File: src/hw/rtl/vh256_pkg.sv
// ----------------------------------------------------------------------------
// vh256_pkg
// Types and constants used by the heading unit.
// ----------------------------------------------------------------------------
`default_nettype none

package vh256_pkg;

    // Sequencer states, one-hot.
    typedef enum logic [5:0] {
        S_IDLE  = 6'b000001,
        S_ABS   = 6'b000010,
        S_ORDER = 6'b000100,
        S_NORM  = 6'b001000,
        S_DIV   = 6'b010000,
        S_FIN   = 6'b100000
    } t_state;

    // Compass offsets and special codes.
    localparam logic [7:0] BASE_WEST  = 8'hC0;
    localparam logic [7:0] OCT_FLIP   = 8'h40;
    localparam logic [7:0] OCT_FLIP_M = 8'h3F;
    localparam logic [7:0] NO_DIR     = 8'hFF;
    localparam logic [7:0] HALF_STEP  = 8'h10;

    // Divider: nine quotient bits, counted 0 to 8.
    localparam logic [3:0] DIV_LAST   = 4'd8;

    // Register map: byte address bit 2 selects the register index.
    localparam int         ADDR_WIDTH = 3;
    localparam logic       REG_EIGHT_WAY = 1'b0;
    localparam int         DATA_WIDTH = 32;

endpackage

`default_nettype wire

File: src/hw/rtl/vector_heading_256_unit.sv
// ----------------------------------------------------------------------------
// vector_heading_256_unit
// Heading on a 256-step compass from a source point to a target point.
// ----------------------------------------------------------------------------
// Usage:
// An input transaction (i_valid/i_ready) carries two points; one output
// transaction (o_valid/o_ready) returns the heading, 0 north, 63 east,
// 127 south, 192 west. Equal points give 255 outside eight-way mode.
// The eight_way_mode register (byte address 0) rounds the heading to one of
// eight directions. The user must write it over the APB-style port only
// while idle; the block does not enforce this. After acceptance the unit
// takes the absolute differences, orders them, then normalises them with k
// single-bit shifts (0 to COORD_WIDTH - 8, eight at the default width), one
// bit per cycle, and runs the nine-step restoring divider on the subtractor
// it shares with the order step; the final state then hands out the result.
// i_ready is high only while the sequencer is idle. A finished heading sits
// in the output register, so the next transaction may be accepted while the
// receiver stalls; a second result then waits in the final state.
// The synchronous reset clears the sequencer, o_valid and the mode register.
// ----------------------------------------------------------------------------
`default_nettype none

module vector_heading_256_unit #(
    parameter int COORD_WIDTH = 16
) (
    input  wire logic                                 i_clk,
    input  wire logic                                 i_rst_n,
    input  wire logic                                 i_valid,
    output logic                                      i_ready,
    input  wire logic signed [COORD_WIDTH-1:0]        i_from_x,
    input  wire logic signed [COORD_WIDTH-1:0]        i_from_y,
    input  wire logic signed [COORD_WIDTH-1:0]        i_to_x,
    input  wire logic signed [COORD_WIDTH-1:0]        i_to_y,
    output logic                                      o_valid,
    input  wire logic                                 o_ready,
    output logic [7:0]                                o_heading,
    input  wire logic                                 psel,
    input  wire logic                                 penable,
    input  wire logic                                 pwrite,
    input  wire logic [vh256_pkg::ADDR_WIDTH-1:0]     paddr,
    input  wire logic [vh256_pkg::DATA_WIDTH-1:0]     pwdata,
    output logic [vh256_pkg::DATA_WIDTH-1:0]          prdata,
    output logic                                      pready
);
    import vh256_pkg::*;

    localparam int DW = COORD_WIDTH + 1;   // magnitude of a difference
    localparam int SW = DW + 1;            // subtractor width, with borrow

    t_state              r_state, n_state;
    logic signed [DW-1:0] r_dxs, n_dxs, r_dys, n_dys;
    logic [DW-1:0]       r_minor, n_minor, r_major, n_major, r_rem, n_rem;
    logic [7:0]          r_base, n_base;
    logic                r_off, n_off;
    logic [8:0]          r_q, n_q;
    logic [3:0]          r_cnt, n_cnt;
    logic                r_ovalid, n_ovalid;
    logic [7:0]          r_heading, n_heading;
    logic                r_eight;

    // Shared subtractor: compares the differences, then runs the divider.
    logic [SW-1:0]       sub_a, sub_b, sub_d;
    logic                sub_ge;

    logic                out_free;
    logic [DW-1:0]       abs_x, abs_y;
    logic [7:0]          h_ratio, h_fold, h_full, h_round, h_final;
    logic                cfg_wr;

    assign i_ready   = (r_state == S_IDLE);
    assign o_valid   = r_ovalid;
    assign o_heading = r_heading;
    assign pready    = 1'b1;
    assign out_free  = !r_ovalid || o_ready;

    always_comb begin
        unique case (r_state)
            S_ORDER: begin
                sub_a = {1'b0, r_minor};
                sub_b = {1'b0, r_major};
            end
            S_DIV: begin
                sub_a = (r_cnt == '0) ? {1'b0, r_rem} : {r_rem, 1'b0};
                sub_b = {1'b0, r_major};
            end
            default: begin
                sub_a = '0;
                sub_b = '0;
            end
        endcase
        sub_d  = sub_a - sub_b;
        sub_ge = !sub_d[SW-1];
    end

    // Absolute differences.
    assign abs_x = r_dxs[DW-1] ? DW'(-r_dxs) : DW'(r_dxs);
    assign abs_y = r_dys[DW-1] ? DW'(-r_dys) : DW'(r_dys);

    // Fold the ratio into the octant, add the octant base and round for eight-way mode.
    always_comb begin
        h_ratio = (r_major == '0) ? NO_DIR : {2'b00, r_q[8:3]};
        h_fold  = r_off ? 8'(8'd0 - h_ratio + OCT_FLIP_M) : h_ratio;
        h_full  = 8'(h_fold + r_base);
        h_round = 8'(h_full + HALF_STEP);
        h_final = r_eight ? {h_round[7:5], 5'b00000} : h_full;
    end

    always_comb begin
        n_state   = r_state;
        n_dxs     = r_dxs;
        n_dys     = r_dys;
        n_minor   = r_minor;
        n_major   = r_major;
        n_rem     = r_rem;
        n_base    = r_base;
        n_off     = r_off;
        n_q       = r_q;
        n_cnt     = r_cnt;
        n_ovalid  = (r_ovalid && !o_ready);
        n_heading = r_heading;
        unique case (r_state)
            S_IDLE: begin
                if (i_valid) begin
                    n_dxs   = DW'({i_to_x[COORD_WIDTH-1], i_to_x}
                                  - {i_from_x[COORD_WIDTH-1], i_from_x});
                    n_dys   = DW'({i_from_y[COORD_WIDTH-1], i_from_y}
                                  - {i_to_y[COORD_WIDTH-1], i_to_y});
                    n_state = S_ABS;
                end
            end
            S_ABS: begin
                // Minor takes dy and major dx until the order step.
                n_minor = abs_y;
                n_major = abs_x;
                n_base  = (r_dxs[DW-1] ? BASE_WEST : 8'h00)
                          ^ (r_dys[DW-1] ? OCT_FLIP : 8'h00);
                n_off   = !n_base[6];
                n_state = S_ORDER;
            end
            S_ORDER: begin
                if (sub_ge) begin
                    n_minor = r_major;
                    n_major = r_minor;
                    n_off   = !r_off;
                end
                n_state = S_NORM;
            end
            S_NORM: begin
                if (~|r_minor[DW-1:8] && |r_major[DW-1:8]) begin
                    n_minor = r_minor >> 1;
                    n_major = r_major >> 1;
                end else begin
                    n_rem   = r_minor;
                    n_cnt   = '0;
                    n_q     = '0;
                    n_state = S_DIV;
                end
            end
            S_DIV: begin
                n_rem = sub_ge ? sub_d[DW-1:0] : sub_a[DW-1:0];
                n_q   = {r_q[7:0], sub_ge};
                n_cnt = 4'(r_cnt + 4'd1);
                if (r_cnt == DIV_LAST) begin
                    n_state = S_FIN;
                end
            end
            S_FIN: begin
                if (out_free) begin
                    n_ovalid  = 1'b1;
                    n_heading = h_final;
                    n_state   = S_IDLE;
                end
            end
            default: begin
                n_state = S_IDLE;
            end
        endcase
    end

    always_ff @(posedge i_clk) begin
        if (!i_rst_n) begin
            r_state  <= S_IDLE;
            r_ovalid <= 1'b0;
        end else begin
            r_state  <= n_state;
            r_ovalid <= n_ovalid;
        end
    end

    always_ff @(posedge i_clk) begin
        r_dxs     <= n_dxs;
        r_dys     <= n_dys;
        r_minor   <= n_minor;
        r_major   <= n_major;
        r_rem     <= n_rem;
        r_base    <= n_base;
        r_off     <= n_off;
        r_q       <= n_q;
        r_cnt     <= n_cnt;
        r_heading <= n_heading;
    end

    // Configuration register.
    assign cfg_wr = psel && penable && pwrite && pready && (paddr[2] == REG_EIGHT_WAY);

    always_ff @(posedge i_clk) begin
        if (!i_rst_n) begin
            r_eight <= 1'b0;
        end else if (cfg_wr) begin
            r_eight <= pwdata[0];
        end
    end

    assign prdata = (paddr[2] == REG_EIGHT_WAY) ? {{(DATA_WIDTH-1){1'b0}}, r_eight} : '0;

endmodule

`default_nettype wire

File: config.mk
export PLATFORM = sky130hd
export DESIGN_NAME = vector_heading_256_unit
export DESIGN_NICKNAME = d
export VERILOG_FILES = /design/src/hw/rtl/vh256_pkg.sv /design/src/hw/rtl/vector_heading_256_unit.sv
export SDC_FILE = /design/constraint.sdc
export NUM_CORES = 1
export LEC_CHECK = 0
export ABC_AREA = 0
export BUFFER_PORTS_ARGS = -buffer_cell sky130_fd_sc_hd__clkbuf_2
export CELL_PAD_IN_SITES_DETAIL_PLACEMENT = 1
export CELL_PAD_IN_SITES_GLOBAL_PLACEMENT = 1
export CORE_ASPECT_RATIO = 0.6
export CORE_UTILIZATION = 45
export DETAILED_ROUTE_END_ITERATION = 12
export PLACE_DENSITY_LB_ADDON = 0.08
export SETUP_SLACK_MARGIN = 0.15
export SKIP_CTS_REPAIR_TIMING = 1
export SYNTH_ARGS = -nofsm -noshare
export SYNTH_HDL_FRONTEND = slang
export SYNTH_SLANG_ARGS = --single-unit
File: constraint.sdc
create_clock -name i_clk -period 13.77 [get_ports i_clk]
set_input_delay 1.377 -clock i_clk [delete_from_list [all_inputs] [get_ports i_clk]]
set_output_delay 1.377 -clock i_clk [all_outputs]
set_load 0.05 [all_outputs]
Word-level counts from Yosys, hierarchy flattened:

Index checks and enable logic that the tools add are counted.

* register bits: 123
* input bits: 106
* output and inout port bits: 43

* $add $sub $neg: 10
* eq/ne operators: 13
* multiplexer cells: 33
* bitwise gates (word level): 2
* reduce and logical (&&, ||, !) cells: 26

Operators by type and width (number)
* $mux 17: 9
* $pmux 17 s3: 2
* $pmux 18 s2: 1
* $pmux 6 s6: 1
* $neg 17->17: 2
* $pmux 17 s2: 1
* $sub 16x16->17: 2
* $mux 8: 4
* $mux 6: 4
* $mux 18: 1
* $pmux 9 s2: 1
* $reduce_or 9->1: 2
* $sub 18x18->18: 1
* $logic_not 17->1: 1
* $ne 2x2->1 const B: 6
* $mux 9: 1
* $add 8x5->8 const B: 1
* $add 8x6->8 const B: 1
* $add 8x8->8: 1
* $pmux 4 s2: 1
* $reduce_and 2->1: 4
* $sub 1x8->8 const A: 1
* $xor 8x7->8: 1
* $mux 7: 1
* other kinds (21): 34

Depth between registers and ports, before layout:

Gate-level depths: netlist of run 1.

* word-level depth: 8
* gate-level depth with buffers: 19

Worst setup path after synthesis of run 1:

No wires, ideal clock.

* path kind: reg2reg
* from: register r_cnt[0]
* to: register r_major[0] (enable)
* arrival: 4.427 ns
* data required time: 13.377 ns
* setup slack: 8.950 ns
* stages on the path, launching flop included: 20
* cell sequence: edfxtp_1 -> inv_1 -> ha_1 -> nor3b_1 -> buf_1 -> buf_2 -> mux2i_1 -> nor2_1 -> a21oi_1 -> inv_1 -> ha_1 -> nor2b_1 -> o21a_1 -> o31ai_2 -> a21o_1 -> o21ai_1 -> xnor2_1 -> buf_2 -> o21bai_1 -> or2_1

* longest elaborated chain between the ends: 6

RTL lines
* start, declared: RTL line vector_heading_256_unit.sv:56 `logic [3:0] r_cnt, n_cnt;`
* start signal, assigned: RTL line vector_heading_256_unit.sv:199 `r_cnt <= n_cnt;`
* $logic_not 4->1: RTL line vector_heading_256_unit.sv:83 `sub_a = (r_cnt == '0) ? {1'b0, r_rem} : {r_rem, 1'b0};`
* $mux 18: RTL line vector_heading_256_unit.sv:83
* $pmux 18 s2: RTL line vector_heading_256_unit.sv:77 `unique case (r_state)`
* $sub 18x18->18: RTL line vector_heading_256_unit.sv:91 `sub_d = sub_a - sub_b;`
* $ne 2x2->1 (no line)
* $reduce_and 3->1 (no line)
* end signal, assigned: RTL line vector_heading_256_unit.sv:194 `r_major <= n_major;`
* end, declared: RTL line vector_heading_256_unit.sv:52 `logic [DW-1:0] r_minor, n_minor, r_major, n_major, r_rem, n_rem;`

Every way passes these cells.
A chain may end at the register's enable or synchronous reset.

Worst setup path after layout of run 1:

* from: register r_state[3]
* to: register r_major[8] (enable)

* longest elaborated chain between the ends: 6
* elaborated cells on any way between the ends: 12
* classes of those cells: 1 x add/sub; 6 x eq/ne; 2 x mux; 3 x reduce/logical

RTL lines
* start, declared: RTL line vector_heading_256_unit.sv:50 `t_state r_state, n_state;`
* start signal, assigned: RTL line vector_heading_256_unit.sv:185 `r_state <= n_state;`
* $eq 6x5->1 / $eq 6x3->1 (equally long branches): RTL line vector_heading_256_unit.sv:77, vector_heading_256_unit.sv:121
* $reduce_or 2->1 (no line)
* $mux 17: RTL line vector_heading_256_unit.sv:77
* $sub 18x18->18: RTL line vector_heading_256_unit.sv:91
* $ne 2x2->1 (no line)
* $reduce_and 3->1 (no line) *

Every way passes the cells marked *; elsewhere a longest branch is shown, timed or not.

==> results of run 1 <==
==> kinds of logic (layout without fill, tap and decap cells) <==
| kind of cell | Yosys count | count (layout) | synth area share |
|---|---|---|---|
| adder cells (fa/ha/maj) | 58 | 58 | 0.0860 |
| AND/OR/NAND/NOR | 259 | 259 | 0.151 |
| AO/OA/AOI/OAI | 253 | 253 | 0.193 |
| buffers and inverters | 126 | 180 | 0.0714 |
| XOR/XNOR | 76 | 76 | 0.0765 |
| multiplexers | 23 | 23 | 0.0266 |
| flip-flops | 117 | 117 | 0.395 |
| other | 2 | 32 | 0.000864 |
==> cell usage after synthesis (all sizes together), types with 12 or more instances <==
| master | count |
|---|---|
| edfxtp | 109 |
| o21ai | 76 |
| nand2 | 67 |
| nor2 | 63 |
| inv | 58 |
| ha | 55 |
| buf | 41 |
| xor2 | 40 |
| a21oi | 39 |
| xnor2 | 36 |
| a21o | 29 |
| a22oi | 29 |
| clkbuf | 27 |
| nor3 | 23 |
| mux2i | 22 |
| nor2b | 17 |
| and2 | 15 |
| nand2b | 14 |
| nand3 | 13 |
| o21a | 12 |
| o31ai | 12 |
==> final timing paths <==
check	from	cells after the start	slack, ns	end
hold / removal	r_q[2]	1	0.52	r_q[3]
setup reg to reg	r_state[3]	15	8.09	r_major[8]
hold reg to reg	r_q[2]	1	0.52	r_q[3]
setup / recovery	r_state[3]	15	8.09	r_major[8]
==> power by group <==
group / internal, mW / switching (mW) / total (mW)
registers: 0.420 / 0.0272 / 0.448
clock network: 0.268 / 0.179 / 0.447
logic: 0.0711 / 0.114 / 0.185
total: 0.760 / 0.320 / 1.08
==> cells in the final DEF (no fill, tap or decap), drive strengths merged, types with 7 or more instances in the layout <==
cell type,synthesis,layout
o21ai,76,76
o211ai,9,9
o21a,12,12
a31oi,8,8
conb,2,32
buf,41,7
a221o,9,9
dfxtp,8,8
nand2,67,67
mux2i,22,22
a22oi,29,29
a21o,29,29
nor2,63,63
nand3,13,13
and2,15,15
xnor2,36,36
xor2,40,40
a21oi,39,39
inv,58,61
nor2b,17,17
nand2b,14,14
ha,55,55
or3,8,8
clkbuf,27,101
o31ai,12,12
nor3,23,23
edfxtp,109,109
==> final cells by class <==
class / instances / area, um2 / area share
clock buffer: 18 / 429 / 0.0439
clock inverter: 14 / 153 / 0.0156
inverter: 58 / 218 / 0.0223
multi-input combinational: 701 / 4780 / 0.489
sequential: 117 / 3430 / 0.351
tap: 240 / 300 / 0.0307
timing repair buffer: 90 / 468 / 0.0479
==> metal layers <==
| metal | global-route usage | part of all wire | vias to the layer above |
|---|---|---|---|
| met5 | 0 | 0 | - |
| met4 | 0.0460 | 0.0084 | 0 |
| met3 | 0.0447 | 0.053 | 21 |
| met2 | 0.381 | 0.42 | 194 |
| met1 | 0.364 | 0.51 | 3465 |
| li1 | - | - | 3420 |
==> worst max-delay path: stages, from the launching register on <==
cell and delay (ns):
dfxtp_1 0.69, inv_1 0.37, nand4_2 0.15, buf_4 0.48, nand2_1 0.54, nand2_1 0.21
ha_1 0.31, a21oi_1 0.23, a21boi_1 0.13, o31ai_2 0.41, a21o_1 0.25, o21ai_1 0.13
xnor2_2 0.15, buf_4 0.25, o21bai_1 0.23, or2_2 0.73
==> state kept, by name, indices dropped and copies added (netlist names), 2 cells and up <==
register,cells
r_base,2
r_state,6
r_minor,17
o_heading,8
r_major,17
r_dys,17
r_cnt,4
r_q,9
r_rem,17
r_dxs,17
==> out/qor.yml, run 1 <==
synth_edf_count: 109
cts-buffers-inserted: 17
grt_overflow: 0
die_h_um: 110
max_slew_margin: 0.392
rsz0062_at_grt: "false"
gp_congestion: 0.836
critPathArrivalTime_ns: 5.71
grt_pass1_vias: 7068
drc: 0
p_per_area_mw_per_mm2: 110
antenna_cells: 0
clk-insertion-delay-late_ns: 0.41
start_util: 0.470
hold_viol: 0
seq_area_frac_synth: 0.395
die_w_um: 181
cts_sinks: 117
critPathKind: "reg2reg"
syn_inst: 914
grt_util_all_layers: 0.247
grt_max_degree: 56
tightest_slew_ns: 0.910
critPathCaptureType: "register"
wl_per_cell_um: 18.9
clk_path_buf_depth: 2
dr.pass1.iters: 5
synth.area.top_cells: "edfxtp_1 (38%), ha_1 (7.9%), o21ai_0 (4.1%)"
ant_nets: 0
dieArea_mm2: 0.0199
place_area_mm2: 0.00920
grt_first_pass_wirelength_mm: 38.0
viasPerCell: 5.74
drv_slew: 0
ios: 149
nNetsFinal: 1149
setup_viol: 0
synth_cell_types: 66
utilization: 0.529
final_layout_size_suffix_gt1_frac: 0.135
status: "finished, final reports clean"
yosys_register_bits: 117
hp-class: "reg2reg"
synth-main-ff-cell: "edfxtp_1"
wl_mm: 23.5
leakage_nw: 4.07
final.fill_count: 2140
cts-root-buf: "clkbuf_16"
synthArstFlopShare: 0
skew_ns: 0.0150
dp_hpwl_mm: 17.2
start_kind: "register"
final_area_mm2: 0.00978
fmax_mhz: 176
p_total_mw: 1.08
antenna_found_initial: 0
yosys.area.top_type: "edfxtp_1"
port_buffers: 83
cts.reportedPaths.clkPinSlew_ns: 0.06
rows: 38
tns_ns: 0
fin_crit_sh: 0.413
pre_cts_ws_ns: 8.21
cp.required_ns: 13.80
h-tree-depth: 4
drtIter0Drc: 506
worst_slack_ns: 8.09
synth_area_mm2: 0.00870
cts_tree: "built"
ir_drop_mv: 0.0859
coreArea_mm2: 0.0185
avgSynthCellArea_um2: 9.51
place_inst: 1206
hold_slack_ns: 0.518
dr_total_vias: 7100
drv_cap: 0
ys_warn_count: 0
cp_max_fo: 55
finalCriticalPeriod_ns: 5.68
area_delta_synth_final_pct: 12.4
stdcell_count: 1238
netlist.area_leader.share: 0.376
No activity file was read; power rests on OpenSTA's default activity.
==> inputs of run 2 (changes only) <==
--- a/config.mk
+++ b/config.mk
@@ -5,12 +5,12 @@
 export SDC_FILE = /design/constraint.sdc
 export NUM_CORES = 1
 export LEC_CHECK = 0
-export ABC_AREA = 0
+export ABC_AREA = 1
 export BUFFER_PORTS_ARGS = -buffer_cell sky130_fd_sc_hd__clkbuf_2
 export CELL_PAD_IN_SITES_DETAIL_PLACEMENT = 1
 export CELL_PAD_IN_SITES_GLOBAL_PLACEMENT = 1
 export CORE_ASPECT_RATIO = 0.6
-export CORE_UTILIZATION = 45
+export CORE_UTILIZATION = 38
 export DETAILED_ROUTE_END_ITERATION = 12
 export PLACE_DENSITY_LB_ADDON = 0.08
 export SETUP_SLACK_MARGIN = 0.15
==> constraint.sdc (replaced) <==
create_clock -name i_clk -period 4.8 [get_ports i_clk]
set_input_delay 0.48 -clock i_clk [delete_from_list [all_inputs] [get_ports i_clk]]
set_output_delay 0.48 -clock i_clk [all_outputs]
set_load 0.05 [all_outputs]
==> out/qor.yml, run 2 <==
status: "finished, final reports clean"
rsz0062_at_grt: "false"
synth.area.top_cells: "edfxtp_1 (35%), nand2_1 (13%), inv_1 (9.0%)"
wl_per_cell_um: 16.2  # -15%
clk_path_buf_depth: 2  # unchanged
max_slew_margin: 0.465  # +0.0737
synth_edf_count: 109  # unchanged
start_util: 0.388  # -0.0826
netlist.area_leader.share: 0.349  # -0.0277
p_total_mw: 3.16  # +190%
final.fill_count: 3083  # +44%
synth_commonest_cells: "nand2_1 (323), inv_1 (225), edfxtp_1 (109)"
finalCriticalPeriod_ns: 4.21  # -1.47 ns
grt_pass1_vias: 8485  # +20%
ant_nets: 0  # unchanged
start_kind: "register"
dieArea_mm2: 0.0254  # +27%
cts.reportedPaths.clkPinSlew_ns: 0.06  # about the same
antenna_found_initial: 0  # unchanged
cts-buffers-inserted: 17  # unchanged
grt_util_all_layers: 0.226  # -0.0215
yosys.area.top_type: "edfxtp_1"
clk-insertion-delay-late_ns: 0.43  # +0.02 ns
rows: 44  # +16%
dr.pass1.iters: 5  # unchanged
grt_first_pass_wirelength_mm: 44.3  # +17%
cp.required_ns: 4.97  # -8.83 ns
syn_inst: 1262  # +38%
avgSynthCellArea_um2: 7.44  # -22%
port_buffers: 83  # unchanged
synth-main-ff-cell: "edfxtp_1"
leakage_nw: 5.30  # +30%
die_h_um: 124  # +13%
setup_viol: 0  # unchanged
grt_overflow: 0  # unchanged
coreArea_mm2: 0.0242  # +31%
gp_congestion: 0.861  # +2.9%
dr_total_vias: 8611  # +21%
fin_crit_sh: 0.878  # +0.465
area_delta_synth_final_pct: 12.6
drc: 0  # unchanged
ios: 149  # unchanged
hold_slack_ns: 0.305  # -0.213 ns
cts_tree: "built"
tns_ns: 0  # unchanged
wl_mm: 27.1  # +16%
seq_area_frac_synth: 0.366  # -0.0291
critPathArrivalTime_ns: 4.38  # -1.33 ns
ys_warn_count: 0  # unchanged
cts_sinks: 117  # unchanged
mostFrequentLayoutCells: "nand2_1 (323), inv_1 (225), edfxtp_1 (109)"
ir_drop_mv: 0.256  # +200%
nNetsFinal: 1507  # +31%
drv_slew: 0  # unchanged
skew_ns: 0.00797  # -0.00706 ns
p_per_area_mw_per_mm2: 299  # +170%
synth_cell_types: 49  # -26%
synthArstFlopShare: 0  # unchanged
synth_area_mm2: 0.00939  # +8.0%
drv_cap: 0  # unchanged
grt_max_degree: 37  # -34%
final_common_cell: "nand2_1"
critPathCaptureType: "register"
h-tree-depth: 4  # unchanged
cp_max_fo: 34  # -38%
hold_viol: 0  # unchanged
fmax_mhz: 237  # +35%
critPathKind: "reg2reg"
dp_hpwl_mm: 21.5  # +25%
tightest_slew_ns: 0.800  # -0.110 ns
yosysMostFrequentCell: "nand2_1"
cts-root-buf: "clkbuf_16"
die_w_um: 205  # +13%
hp-class: "in2reg"
drtIter0Drc: 590  # +17%
viasPerCell: 5.13  # -11%
yosys_register_bits: 117  # unchanged
antenna_cells: 0  # unchanged
final_layout_size_suffix_gt1_frac: 0.105  # -0.0298
## run 2: cell count changes after synthesis, sizes merged, moves of 17 or more
cell / previous run / this run
o221ai: 0 / 17
clkbuf: 27 / 10
o21ai: 76 / 44
nand3: 13 / 107
nor2b: 17 / 0
nand2: 67 / 325
inv: 58 / 227
xnor2: 36 / 9
nor2: 63 / 83
a22oi: 29 / 0
a21o: 29 / 7
mux2i: 22 / 0
## run 2: final timing paths
check | startpoint | to | slack (ns) | cells past startpoint
worst max-delay path | r_cnt[0] | r_major[15] | 0.59 | 23
worst min-delay path | i_rst_n | r_state[0] | 0.30 | 2
worst max register to register | r_cnt[0] | r_major[15] | 0.59 | 23
worst min register to register | r_q[1] | r_q[2] | 0.54 | 2
## run 2: power breakdown
group	internal, mW	switching (mW)
logic	0.218	0.442
clock network	0.732	0.478
registers	1.22	0.0662
total	2.17	0.987
## run 2: logic make-up after synthesis
kind of cell / Yosys count / synth area share
and+or+nand+nor: 576 / 0.263
buffers and inverters: 290 / 0.132
AOI/OAI and AO/OA: 171 / 0.113
DFF: 117 / 0.366
adders and majority gates: 58 / 0.0797
xor gates and xnor gates: 48 / 0.0448
other: 2 / 0.000800
## run 2: per-layer routing
metal / global-route usage / up-vias / part of all wire
li1: - / 4260 / -
met1: 0.352 / 4191 / 0.56
met2: 0.322 / 147 / 0.40
met3: 0.0392 / 13 / 0.037
met4: 0.0421 / 0 / 0.0057
met5: 0 / - / 0
## run 2: layout make-up
cell class	instances	area [um2]	share of cell area
multi-input combinational	885	4830	0.456
sequential	117	3430	0.325
inverter	228	856	0.0809
timing repair buffer	94	510	0.0483
clock buffer	22	464	0.0439
tap	322	403	0.0381
clock inverter	10	81.3	0.00769
## run 2: worst max-delay path, stage by stage (launching register included)
cell and delay, ns:
edfxtp_1 0.44, inv_1 0.08, ha_1 0.14, inv_1 0.04, nor2_1 0.12, nand2_1 0.10
inv_1 0.39, nand2_1 0.11, a31oi_1 0.24, inv_1 0.07, ha_1 0.35, nand2_1 0.16
inv_1 0.07, nand2_1 0.07, nand2_1 0.05, nand2_1 0.06, nand3_1 0.19, nand2_1 0.19
nand2_1 0.09, nand2_2 0.28, nand2_2 0.24, o22ai_1 0.17, inv_1 0.09, buf_12 0.18
## run 2: through the flow
| step | worst slack (ns) | utilization | std cells | cell area (um2) |
|---|---|---|---|---|
| after floorplan | 1.04 | - | 1292 | 9500 |
| after global placement | 0.742 | 0.414 | 1646 | 10000 |
| after detailed placement | 0.677 | 0.414 | 1646 | 10000 |
| after CTS | 0.637 | 0.437 | 1678 | 10600 |
| after global routing | 0.168 | 0.437 | 1678 | 10600 |
| final | 0.587 | 0.437 | 1678 | 10600 |
==> inputs of run 3 (changes only) <==
--- a/config.mk
+++ b/config.mk
@@ -5,12 +5,12 @@
 export SDC_FILE = /design/constraint.sdc
 export NUM_CORES = 1
 export LEC_CHECK = 0
-export ABC_AREA = 1
+export ABC_AREA = 0
 export BUFFER_PORTS_ARGS = -buffer_cell sky130_fd_sc_hd__clkbuf_2
 export CELL_PAD_IN_SITES_DETAIL_PLACEMENT = 1
 export CELL_PAD_IN_SITES_GLOBAL_PLACEMENT = 1
 export CORE_ASPECT_RATIO = 0.6
-export CORE_UTILIZATION = 38
+export CORE_UTILIZATION = 40
 export DETAILED_ROUTE_END_ITERATION = 12
 export PLACE_DENSITY_LB_ADDON = 0.08
 export SETUP_SLACK_MARGIN = 0.15
==> out/qor.yml, run 3 (synthesis results as in run 1) <==
status: "finished, final reports clean"
switching_share: 0.280  # -0.0322
drtIter0Drc: 510  # -14%
ios: 149  # unchanged
crit_top_cell: "buf_4"
port_buffers: 83  # unchanged
p_comb_frac: 0.171  # -0.038
dr.pass1.iters: 5  # unchanged
dr_total_vias: 7100  # -18%
die_h_um: 116  # -6.1%
setup_viol: 0  # unchanged
whs_endpoint: "r_state[0]"
drc: 0  # unchanged
clk_path_buf_depth: 2  # unchanged
max_slew_margin: 0.372  # -0.0938
finalCriticalPeriod_ns: 4.34  # +0.129 ns
fmax_mhz: 230  # -3.0%
grt_util_all_layers: 0.228  # +0.00181
grt_pass1_vias: 6974  # -18%
reg2reg_from: "r_cnt[0]"
area_delta_synth_final_pct: 15.5
gp_congestion: 0.842  # -2.2%
critPathKind: "reg2reg"
die_w_um: 192  # -6.1%
drv_cap: 0  # unchanged
cts_sinks: 117  # unchanged
antenna_found_initial: 0  # unchanged
path_buf_inv: 5  # -2
critPathSlowestCell: "edfxtp_1"
grt_max_degree: 35  # -5.4%
cp.required_ns: 4.97  # about the same
grt_overflow: 0  # unchanged
start_kind: "register"
wl_mm: 24.1  # -11%
fin_crit_sh: 0.905  # +0.0268
cp_max_fo: 34  # unchanged
hp-class: "in2reg"
critPathArrivalTime_ns: 4.51  # +0.13 ns
power_frac_clock: 0.421  # +0.038
final_common_cell: "edfxtp_1"
r2r_cells: 19  # -17%
p_per_area_mw_per_mm2: 312  # +4.4%
cts.reportedPaths.clkPinSlew_ns: 0.06  # about the same
ant_nets: 0  # unchanged
start_util: 0.411  # +0.0239
rows: 41  # -6.8%
skew_ns: 0.00880  # +0.000834 ns
final_layout_size_suffix_gt1_frac: 0.152  # +0.0465
h-tree-depth: 4  # unchanged
mostFrequentLayoutCells: "edfxtp_1 (109), clkbuf_2 (83), o21ai_0 (71)"
cpPeakStageDelay_ns: 0.44  # about the same
power_switching_uw: 878  # -11%
wl_per_cell_um: 18.5  # +15%
coreArea_mm2: 0.0211  # -13%
cp_cell_sequence: "inv_1 > ha_1 > nor3b_2 > buf_4 > buf_4 > mux2i_1 > nor2_1 > a21o_1 > ha_1 > and4_1 > o21a_1 > o31ai_2 > a21o_1 > o21ai_1 > xnor2_2 > buf_4 > o21bai_1 > or2_2 > buf_12"
p_total_mw: 3.13  # -0.80%
clk-insertion-delay-late_ns: 0.43  # about the same
tns_ns: 0  # unchanged
antenna_cells: 0  # unchanged
hold_viol: 0  # unchanged
cts_tree: "built"
dp_hpwl_mm: 18.4  # -15%
dieArea_mm2: 0.0224  # -12%
viasPerCell: 5.47  # +6.5%
worstHoldPathCells: 2  # unchanged
cts-root-buf: "clkbuf_16"
ir_drop_mv: 0.252  # -1.8%
worstHoldStart: "i_valid"
p_seq_frac: 0.408  # about the same
critPathTopFamily: "compound AO/OA/AOI/OAI gates"
cellInternalPower_mw: 2.26  # +3.8%
drv_slew: 0  # unchanged
leakage_nw: 4.19  # -21%
r2r_setup_slack_ns: 0.46  # -0.13 ns
tightest_slew_ns: 0.940  # +0.140 ns
critPathCaptureType: "register"
cts-buffers-inserted: 17  # unchanged
r2r_end: "r_minor[8]"
grt_first_pass_wirelength_mm: 38.8  # -13%
nNetsFinal: 1171  # -22%
rsz0062_at_grt: "true"
run 3: metrics by stage:
step / area (um2) / hold slack, ns / setup WS, ns / instances / utilization
3_3_place_gp: 9440 / 0.502 / 0.501 / 1266 / 0.447
3_5_place_dp: 9440 / 0.514 / 0.415 / 1266 / 0.447
6_report: 10000 / 0.301 / 0.458 / 1299 / 0.475
5_1_grt: 10000 / 0.313 / 0.139 / 1299 / 0.475
2_1_floorplan: 8810 / 0.451 / 0.305 / 944 / -
4_1_cts: 10000 / 0.294 / 0.397 / 1298 / 0.475
run 3: per-layer routing:
metal  vias to the layer above  global-route usage  routed length (um)
li1                       3463                   -                   -
met4                         0              0.0525                 238
met2                       172               0.310                9550
met1                      3450               0.358               12900
met5                         -                   0                   0
met3                        15              0.0484                1370
run 3: final cells by class:
class,instances,area (um2)
clock inverter,9,129
inverter,58,218
tap,279,349
timing repair buffer,112,671
multi-input combinational,701,4780
sequential,117,3430
clock buffer,23,468
fill,2460,11100
run 3: worst reg2reg max path: stages (launching register included):
cell	delay, ns
edfxtp_1	0.44
inv_1	0.09
ha_1	0.15
nor3b_2	0.15
buf_4	0.19
buf_4	0.28
mux2i_1	0.23
nor2_1	0.08
a21o_1	0.17
ha_1	0.33
and4_1	0.21
o21a_1	0.13
o31ai_2	0.30
a21o_1	0.21
o21ai_1	0.13
xnor2_2	0.18
buf_4	0.17
o21bai_1	0.09
or2_2	0.33
buf_12	0.19
run 3: power by group through the flow:
stage | combinational (mW) | clock [mW] | sequential [mW]
floorplan | 0.425 | 0 | 1.26
detailed placement | 0.534 | 0 | 1.30
CTS | 0.538 | 1.34 | 1.28
finish | 0.537 | 1.32 | 1.28
global route | 0.598 | 1.39 | 1.29
global placement | 0.523 | 0 | 1.29
run 3: worst max path at each step:
| stage | startpoint | endpoint | slack [ns] | depth (start not counted) |
|---|---|---|---|---|
| final | r_cnt[0] | r_minor[8] | 0.46 | 19 |
| after global placement | r_cnt[0] | r_major[11] | 0.50 | 18 |
| after global routing | r_cnt[0] | r_rem[4] | 0.14 | 19 |
| after floorplan | r_cnt[0] | r_major[0] | 0.31 | 19 |
| after CTS | r_cnt[0] | r_minor[8] | 0.40 | 18 |
| after detailed placement | r_cnt[0] | r_major[11] | 0.41 | 18 |
